File: config.mk
export PLATFORM = sky130hd
export DESIGN_NAME = cch_ram
export DESIGN_NICKNAME = d
export VERILOG_FILES = /design/src/sv/cch_ram.sv
export SDC_FILE = /design/constraint.sdc
export NUM_CORES = 2
export LEC_CHECK = 0
export BUFFER_PORTS_ARGS = -buffer_cell sky130_fd_sc_hd__buf_2
export CELL_PAD_IN_SITES_DETAIL_PLACEMENT = 0
export CELL_PAD_IN_SITES_GLOBAL_PLACEMENT = 1
export CORE_UTILIZATION = 30
export CTS_CLUSTER_DIAMETER = 100
export DETAILED_ROUTE_END_ITERATION = 8
export PLACE_DENSITY = 0.51
export SLEW_MARGIN = 5
export SYNTH_ARGS = -nofsm -noshare
export SYNTH_HDL_FRONTEND = slang
export SYNTH_SLANG_ARGS = --single-unit
File: constraint.sdc
create_clock -name clk_i -period 4.9 [get_ports clk_i]
set_input_delay 0.735 -clock clk_i [delete_from_list [all_inputs] [get_ports clk_i]]
set_output_delay 0.735 -clock clk_i [all_outputs]
set_load 0.1 [all_outputs]
File: src/sv/cch_ram.sv
// Generic single-write, single-read RAM with registered read data.
// No dependencies.
`timescale 1ns / 1ps

module cch_ram #(
  parameter int unsigned WIDTH = 8,
  parameter int unsigned DEPTH = 256
) (
  input  logic                     clk_i,
  input  logic                     we_i,
  input  logic [$clog2(DEPTH)-1:0] waddr_i,
  input  logic [WIDTH-1:0]         wdata_i,
  input  logic                     re_i,
  input  logic [$clog2(DEPTH)-1:0] raddr_i,
  output logic [WIDTH-1:0]         rdata_o
);

  logic [WIDTH-1:0] mem_q [DEPTH];
  logic [WIDTH-1:0] rdata_q;

  always_ff @(posedge clk_i) begin
    if (we_i) begin
      mem_q[waddr_i] <= wdata_i;
    end
    if (re_i) begin
      rdata_q <= mem_q[raddr_i];
    end
  end

  assign rdata_o = rdata_q;

endmodule

==> flow_metrics.env <==
export IMPL_postCtsHoldBufs=0
export IMPL_synth_edf_count=2056
export IMPL_drive_above_1_share_pct=24.5
export IMPL_drt_total_wl_um=224000
export IMPL_slew_viol_final=0
export IMPL_cts_made_buffers=219
export IMPL_final_common_cell="edfxtp_1"
export IMPL_synth_cell_area_um2=79600
export IMPL_r2r_start="mem_q[42][5]"
export IMPL_core_area_um2=263000
export IMPL_rsz0062_at_grt="no"
export IMPL_dpl_cell_area_um2=84700
export IMPL_final_cell_mix="edfxtp_1 (2056), mux4_2 (454), nor2_1 (279), clkbuf_16 (222), buf_4 (175)"
export IMPL_crit_required_ps=5450
export IMPL_grt_usage_pct=16.7
export IMPL_cts_tree="yes"
export IMPL_first_pass_iters=5
export IMPL_vdd_drop_max_mv=0.318
export IMPL_worstSetupEndpointType="flip-flop"
export IMPL_tns_ps=0
export IMPL_synth_fp_nets=3760
export IMPL_insertion_delay_ps=860
export IMPL_std_cell_rows=188
export IMPL_die_w_um=517
export IMPL_postCtsSetupBuffers=0
export IMPL_drtIter0Drc=3692
export IMPL_vias=38500
export IMPL_synthCells=3733
export IMPL_die_h_um=517
export IMPL_cts_root_buf="clkbuf_16"
export IMPL_avgSynthCellArea_um2=21.3
export IMPL_finalSetupViolCount=0
export IMPL_fin_ws_ps=1360
export IMPL_p_leak_nw=27.9
export IMPL_skew_ps=45.3
export IMPL_clockBufferDepth=3
export IMPL_dp_slack_ps=573
export IMPL_status="finished clean"
export IMPL_path_class="primary input to flip-flop"
export IMPL_yosysWarnings=0
export IMPL_whs_path_depth=1
export IMPL_cts_resized=0
export IMPL_clk_pin_slew_ps=60
export IMPL_crit_slowest_cell="a211oi_1"
export IMPL_min_from="re_i"
export IMPL_drv_cap=0
export IMPL_synth_cell_type_count=54
export IMPL_period_minus_slack_ps=3540
export IMPL_synth_seq_area_share_pct=77.5
export IMPL_min_path_type="primary input to flip-flop"
export IMPL_hold_violations=0
export IMPL_area_growth_pct=15.0
export IMPL_worst_slew_pin_slew_ps=1240
export IMPL_ant_nets=0
export IMPL_fin_area_um2=91600
export IMPL_wl_per_cell_um=29.3
export IMPL_synth_async_reset_ratio_pct=0
export IMPL_reg2reg_depth=6
export IMPL_critPathLaunch="raddr_i[0]"
export IMPL_initial_utilization_pct=30.3
export IMPL_ios=35
export IMPL_ys_seq_elements=2056
export IMPL_htree_levels=4
export IMPL_viasPerCell=5.04
export IMPL_max_freq_mhz=283
export IMPL_start_kind="primary input"
export IMPL_cp_max_fo=58
export IMPL_cp_arrival_ps=4090
export IMPL_grt_pass1_wl_um=313000
export IMPL_cts_sinks=2056
export IMPL_synthFlopType="edfxtp_1"
export IMPL_dp_hpwl_um=139000
export IMPL_first_global_vias=39400
export IMPL_maxSlewHeadroom_pct=17.3
export IMPL_antenna_found_initial=16
export IMPL_fin_nets=3979
export IMPL_final_period_utilization_pct=72.2
export IMPL_route_detailed_drc=0
export IMPL_io_buffers=34
export IMPL_grt_overflow=0
export IMPL_pwr_density_cell_nw_per_um2=407
export IMPL_gp_congestion=0.799
export IMPL_cpPeakStageDelay_ps=910
export IMPL_fillers=24400
export IMPL_worstPathCellList="buf_8 -> buf_12 -> mux4_2 -> nand2b_1 -> a311oi_1 -> o221ai_1 -> a211oi_1 -> nor4_1"
export IMPL_grt_max_degree=134
export IMPL_dieArea_um2=268000
[power by group]
part | internal (mW) | total, mW | switching, mW
Sequential | 19.4 | 19.4 | 0.0165
Clock | 8.96 | 15.9 | 6.95
Combinational | 0.617 | 1.92 | 1.30
[sequential cells by signal, indices dropped and copies added, names as in the netlist]
signal and flops:
rdata_o 8, mem_q 2048
[routing by layer]
layer | vias up | global-route usage (%) | share of wire [%]
li1 | 16200 | - | -
met1 | 20900 | 23.2 | 44
met2 | 1151 | 26.4 | 47
met5 | - | 0 | 0.0058
met4 | 2 | 4.69 | 2.5
met3 | 288 | 3.57 | 6.3
[cells by family (layout without fill, tap and decap cells)]
kind of cell,after synthesis,after routing,synth area share (%)
other,0,6,0
multiplexers,591,591,14.6
AO/OA/AOI/OAI,385,385,3.42
flip-flops,2056,2056,77.5
buffers and inverters,235,635,1.83
AND/OR/NAND/NOR,466,466,2.63
[synthesized netlist by cell type (all sizes together) (4+ instances only)]
library cell	n	area [um2]
mux2i	134	1340
nand2	33	124
a22oi	133	998
and2	6	37.5
nor3	22	110
edfxtp	2056	61700
nor2	282	1060
o22ai	28	175
a22o	8	70.1
nor2b	31	194
a211oi	16	120
nand3	34	170
a21oi	96	480
o211ai	10	75.1
nand4	10	62.6
buf	122	1030
mux4	456	10300
o22a	5	43.8
or2	4	25.0
clkbuf	111	417
o21ai	12	60.1
a2111oi	5	52.6
nand2b	8	50.1
o32ai	5	51.3
nor4	27	188
o221ai	47	418
a221oi	14	129
[worst paths after layout]
kind	endpoint	slack [ps]
setup / recovery	rdata_o[5]	1360
hold / removal	rdata_o[1]	250
setup reg to reg	rdata_o[5]	1770
hold reg to reg	rdata_o[3]	1240
[cell type report]
class                      instances  area [um2]  area share, %
tap                             3515        4400           4.80
antenna                            6        15.0         0.0164
inverter                           2        7.51        0.00820
timing repair buffer             231        2050           2.24
multi-input combinational       1442       16500           18.0
clock inverter                   135        1090           1.20
clock buffer                     267        5720           6.25
sequential                      2056       61700           67.4
[worst max-delay path: cells and delay by family]
family                 cells  cell delay (ps)
AOI/OAI and AO/OA          3             1700
buffers and inverters      2              640
muxes                      1              570
and+or+nand+nor            2              310
[stage by stage]
step | cells | power, mW | hold slack (ps) | util, %
3_5_place_dp | 7246 | 21.7 | 1130 | 32.2
4_1_cts | 7648 | 37.6 | 190 | 34.8
3_3_place_gp | 7246 | 21.7 | 1120 | 32.2
2_1_floorplan | 3733 | 20.8 | 834 | -
6_report | 7654 | 37.3 | 254 | 34.8
5_1_grt | 7651 | 38.3 | 213 | 34.8
Note: power is estimated with default switching activity, not from simulation.
