## src/sv/cch_pkg.sv

```systemverilog
// Shared types, constants and CRC32C helpers for the compare coverage hitmap.
// No dependencies; imported by compare_coverage_hitmap_unit and cch_hash.
`timescale 1ns / 1ps

package cch_pkg;

  localparam int unsigned MAP_INDEX_BITS_DEF = 16;
  localparam int unsigned MASK_W             = 16;
  localparam int unsigned PADDR_W            = 3;
  localparam int unsigned PDATA_W            = 32;
  localparam int unsigned NUM_SEEDS          = 16;
  localparam int unsigned SEED_SHIFT         = 27;
  localparam logic [31:0] CRC_POLY           = 32'h82F6_3B78;
  localparam logic [MASK_W-1:0] MASK_RESET   = 16'hFFFF;

  // register index = byte address / 4
  typedef enum logic [0:0] {
    REG_INDEX_MASK = 1'b0
  } reg_idx_e;

  typedef struct packed {
    logic [63:0] program_counter;
    logic [63:0] pc_offset;
    logic [63:0] operand_a;
    logic [63:0] operand_b;
    logic [1:0]  func;
  } in_item_t;

  typedef struct packed {
    logic [15:0] map_index;
    logic [4:0]  added_amount;
    logic [7:0]  new_value;
    logic        last_update;
  } out_item_t;

  // hash unit result: unseeded CRC of the location, equal nibble count, top zero run
  typedef struct packed {
    logic [31:0] crc;
    logic [4:0]  count;
    logic [4:0]  zrun;
  } hash_res_t;

  typedef logic [NUM_SEEDS-1:0][31:0] seed_tab_t;

  // one byte of reflected CRC32C, no inversion
  function automatic logic [31:0] crc_byte(input logic [31:0] crc, input logic [7:0] data);
    logic [31:0] c;
    c = crc ^ {24'd0, data};
    for (int k = 0; k < 8; k++) begin
      c = c[0] ? ((c >> 1) ^ CRC_POLY) : (c >> 1);
    end
    return c;
  endfunction

  // CRC is linear: crc(seed, d) = crc(0, d) ^ crc(seed, 0). Table holds the seed terms.
  function automatic seed_tab_t build_seed_tab();
    seed_tab_t   tab;
    logic [31:0] c;
    for (int i = 0; i < NUM_SEEDS; i++) begin
      c = 32'(i) << SEED_SHIFT;
      for (int b = 0; b < 8; b++) begin
        c = crc_byte(c, 8'd0);
      end
      tab[i] = c;
    end
    return tab;
  endfunction

  localparam seed_tab_t SEED_TAB = build_seed_tab();

endpackage

```

## src/sv/cch_hash.sv

```systemverilog
// Iterative location hash and nibble compare: one location byte and two operand
// nibbles per cycle. Depends on cch_pkg.
`timescale 1ns / 1ps

module cch_hash (
  input  logic               clk_i,
  input  logic               rst_ni,
  input  logic               start_i,
  input  cch_pkg::in_item_t  item_i,
  output logic               done_o,
  output cch_pkg::hash_res_t res_o
);

  import cch_pkg::*;

  logic        busy_q, busy_d;
  logic        done_q, done_d;
  logic [2:0]  step_q, step_d;
  logic [63:0] loc_q, loc_d;
  logic [63:0] a_q, a_d;
  logic [63:0] b_q, b_d;
  logic [1:0]  func_q, func_d;
  logic [31:0] crc_q, crc_d;
  logic [4:0]  cnt_q, cnt_d;
  logic [4:0]  zrun_q, zrun_d;

  always_comb begin
    logic       en;
    logic       eq;
    logic [3:0] na;
    logic [3:0] nb;
    en     = 1'b0;
    eq     = 1'b0;
    na     = 4'd0;
    nb     = 4'd0;
    busy_d = busy_q;
    done_d = 1'b0;
    step_d = step_q;
    loc_d  = loc_q;
    a_d    = a_q;
    b_d    = b_q;
    func_d = func_q;
    crc_d  = crc_q;
    cnt_d  = cnt_q;
    zrun_d = zrun_q;
    if (start_i) begin
      busy_d = 1'b1;
      step_d = 3'd0;
      loc_d  = item_i.program_counter + item_i.pc_offset;
      a_d    = item_i.operand_a;
      b_d    = item_i.operand_b;
      func_d = item_i.func;
      crc_d  = 32'd0;
      cnt_d  = 5'd0;
      zrun_d = 5'd0;
    end else if (busy_q) begin
      crc_d = crc_byte(crc_q, loc_q[7:0]);
      loc_d = loc_q >> 8;
      a_d   = a_q >> 8;
      b_d   = b_q >> 8;
      // nibbles beyond the operand width leave the counts alone
      en = ({1'b0, step_q} < (4'd1 << func_q));
      for (int j = 0; j < 2; j++) begin
        na = a_q[4*j +: 4];
        nb = b_q[4*j +: 4];
        eq = (na == nb);
        if (en) begin
          if (eq) begin
            cnt_d = cnt_d + 5'd1;
          end
          if (eq && na == 4'd0) begin
            zrun_d = zrun_d + 5'd1;
          end else begin
            zrun_d = 5'd0;
          end
        end
      end
      step_d = step_q + 3'd1;
      if (step_q == 3'd7) begin
        busy_d = 1'b0;
        done_d = 1'b1;
      end
    end
  end

  always_ff @(posedge clk_i or negedge rst_ni) begin
    if (!rst_ni) begin
      busy_q <= 1'b0;
      done_q <= 1'b0;
      step_q <= 3'd0;
    end else begin
      busy_q <= busy_d;
      done_q <= done_d;
      step_q <= step_d;
    end
  end

  always_ff @(posedge clk_i) begin
    loc_q  <= loc_d;
    a_q    <= a_d;
    b_q    <= b_d;
    func_q <= func_d;
    crc_q  <= crc_d;
    cnt_q  <= cnt_d;
    zrun_q <= zrun_d;
  end

  assign done_o      = done_q;
  assign res_o.crc   = crc_q;
  assign res_o.count = cnt_q;
  assign res_o.zrun  = zrun_q;

endmodule
```

## config.mk

```make
export PLATFORM = sky130hd
export DESIGN_NAME = cch_hash
export DESIGN_NICKNAME = d
export VERILOG_FILES = /design/src/sv/cch_pkg.sv /design/src/sv/cch_hash.sv
export SDC_FILE = /design/constraint.sdc
export NUM_CORES = 1
export LEC_CHECK = 0
export ABC_CLOCK_PERIOD_IN_PS = 6900
export BUFFER_PORTS_ARGS = -buffer_cell sky130_fd_sc_hd__buf_2
export CAP_MARGIN = 5
export CORE_ASPECT_RATIO = 0.5
export CORE_MARGIN = 4
export CORE_UTILIZATION = 56
export CTS_BUF_LIST = sky130_fd_sc_hd__clkbuf_16
export CTS_CLUSTER_DIAMETER = 40
export DETAILED_ROUTE_END_ITERATION = 6
export GPL_ROUTABILITY_DRIVEN = 0
export PLACE_DENSITY = 0.88
export SLEW_MARGIN = 25
export SYNTH_ARGS = -nofsm -noshare
export SYNTH_HDL_FRONTEND = slang
export SYNTH_SLANG_ARGS = --single-unit
```

## constraint.sdc

```tcl
create_clock -name clk_i -period 6.9 [get_ports clk_i]
set_clock_uncertainty 0.1 [all_clocks]
set_input_delay 0.69 -clock clk_i [delete_from_list [all_inputs] [get_ports clk_i]]
set_output_delay 0.69 -clock clk_i [all_outputs]
set_load 0.1 [all_outputs]
```

==> run summary <==
status = finished clean
Reg-to-Reg Start = func_q[1]
top cell type's share of synthesized area = 39.9%
Hold Buf Count CTS = 1
Root Buffer Master = clkbuf_16
Synth cell types = 78
Port Buffer Count = 303
die extent in x = 236 um
Psw = 2.89 mW
GRT overflow = 0
Sw Share = 40.9%
worst setup margin = 3.09 ns
placed cell areas = 16400 um2
via count = 11000
vias per cell = 5.65
number of global-route vias before repair = 10900
CP endpoint kind = flop
CTS Sinks = 241
Post-CTS Setup Inserts = 0
Final nets = 1903
WL met1 = 14300 um
clock buffer depth = 3
DRC viols = 0
r2r worst-path depth = 14
Clock transition at path regs = 0.07 ns
Combinational Power Share = 51.8%
Clock power frac = 19.4%
crit path DAT = 3.99 ns
final period utilization = 55.2%
Worst-Skew Late Latency = 0.55 ns
setup total negative slack = 0 ns
initial core utilization = 57.4%
flops & latches, synth = 241
Avg Inst Size Synth = 11.3 um2
Main synth FF type = edfxtp_1
RSZ-0062 raised after global routing = no
router iterations before antenna repair = 5
placed insts = 1885
Reg-to-Reg End = cnt_q[4]
CP required = 7.08 ns
Worst Hold Class = input port to flop
pin count of the biggest net entering global routing = 195
number of H-tree levels = 1
core area = 25400 um2
hold endpoint = func_q[0]
dpl ws = 2.59 ns
fin cells = 1941
Post-synth EDFFs = 194
fin crit period = 3.81 ns
routed wl met3 = 1930 um
Met2 Wirelength = 18500 um
area delta synth->final = 18.0%
Crit Path Category = input port to flop
top post-synthesis cells by area = edfxtp_1 (40%), mux2_2 (12%), ha_1 (6.0%)
CTS buffer count = 26
hold_ws = 0.222 ns
Peak Freq = 263 MHz
Tot Pwr = 7.06 mW
FF-to-FF setup slack = 3.54 ns
Slew HR = 39.1%
first-pass GRT wire length = 55600 um
Std-Cell Rows = 41
Max Slew Vio Count = 0
Yosys warnings = 0
post_cts resized = 0
die height = 122 um
Max Cap Viol = 0
Antenna Nets Post-Route = 0
WHS Path Cells = 1
final setup vio count = 0
Finished Cell Area = 17300 um2
part of the power in registers = 28.8%
drt total wl = 35800 um
P_int = 4.17 mW
FFs w/ async S/R, synth = 2.07%
Seq/Total Area, Yosys = 46.5%
CTS tree = built
hold path startpoint = item_i[0]
average wire per standard cell = 18.5 um
Cells after Synth = 1289
Synth area leader = edfxtp_1
Detail Placement HPWL = 26400 um
leakage power = 7.45 nW
Util after Layout = 67.8%
Syn Std Cell Area = 14600 um2
initial antenna violation count = 5
Slew @ Worst Pin = 0.913 ns
CP Launch Type = input port
VDD IR-drop max = 0.466 mV
die area = 28900 um2
PD cells = 409 nW/um2
final hold vios = 0
Highest Signal Layer = met5
Top Ports = 304
syn nets = 1621
share of post-route cells with drive strength above 1 = 33.9%
GRT Util Overall = 23.7%
CP max FO = 7
initial DRC count = 927
state kept, by name, indices dropped and copies added (netlist names):
name	count
a_q	64
b_q	64
busy_q	1
cnt_q	5
crc_q	32
done_o	1
func_q	2
loc_q	64
step_q	3
zrun_q	5
critical path: stages:
cell and delay [ns]:
buf_2 0.10, ha_1 0.23, fa_1 0.44, a21o_1 0.23, a221oi_2 0.34, and3b_1 0.27, o21ai_1 0.20, o311ai_1 0.40
a21o_1 0.20, nor2b_4 0.20, o31ai_4 0.12, nor4b_1 0.17, or3b_1 0.37
cells in the final DEF (no fill, tap or decap), types with 6 or more instances in the layout:
cell and count:
o21ai_0 48, xnor2_1 94, xor2_1 53, and2_1 21
nand4_1 19, mux2i_1 31, xnor2_2 9, edfxtp_1 194
o21bai_1 16, a31oi_1 17, o21ai_1 6, a211oi_1 11
and3_1 6, a21oi_1 93, inv_1 31, dfxtp_1 42
nand2_1 93, ha_1 70, mux2_2 162, nand3_1 18
diode_2 6, buf_2 302, clkbuf_16 26, nor2_1 80
a21o_1 19, nor3_1 13
cells by family (layout without fill, tap and decap cells):
group	after synthesis	in the layout	share of synthesized area, %
AO/OA/AOI/OAI	254	254	10.9
other	0	6	0
flip-flops	241	241	46.5
buffers and inverters	85	387	2.59
adder cells (fa/ha/maj)	72	72	6.20
XOR/XNOR	157	157	9.92
multiplexers	193	193	14.6
AND/OR/NAND/NOR	287	287	9.32
synth_stat cells (16+ instances only):
cell / n
edfxtp_1: 194
mux2_2: 162
nand2_1: 94
xnor2_1: 94
a21oi_1: 93
nor2_1: 80
ha_1: 70
xor2_1: 53
o21ai_0: 48
dfxtp_1: 42
clkbuf_1: 40
mux2i_1: 31
inv_1: 29
and2_1: 21
a21o_1: 19
nand4_1: 19
nand3_1: 18
a31oi_1: 17
o21bai_1: 16
final cells by class:
class                   count  area [um2]
fillers                  1965        8190
multi-input cells         963        7450
flip-flops and latches    241        6790
repair buffers            310        1610
clock buffers              26         651
well taps                 344         430
clock inverters            22         189
inverters                  29         109
diodes                      6        15.0
metal layers:
metal	track usage, %	vias to the layer above
met3	3.86	72
met4	7.65	2
met5	0	-
li1	-	5334
met2	43.3	349
met1	29.2	5213
power groups by stage:
| stage | registers [mW] | clock network, mW | logic (mW) |
|---|---|---|---|
| 6_report | 2.03 | 1.37 | 3.66 |
| 5_1_grt | 2.06 | 1.46 | 3.99 |
| 4_1_cts | 2.04 | 1.39 | 3.67 |
| 3_5_place_dp | 2.06 | 0 | 3.63 |
| 3_3_place_gp | 2.05 | 0 | 3.53 |
| 2_1_floorplan | 2.56 | 0 | 2.49 |
how the worst max path moves through the flow:
stage | start | endpoint | depth (start not counted)
final | item_i[130] | loc_q[54] | 13
after floorplan | start_i | a_q[0] | 4
after global placement | item_i[130] | loc_q[54] | 13
after detailed placement | item_i[130] | loc_q[54] | 13
after global routing | item_i[130] | loc_q[54] | 13
after CTS | item_i[130] | loc_q[54] | 13
Note: power is estimated with default switching activity, not from simulation.
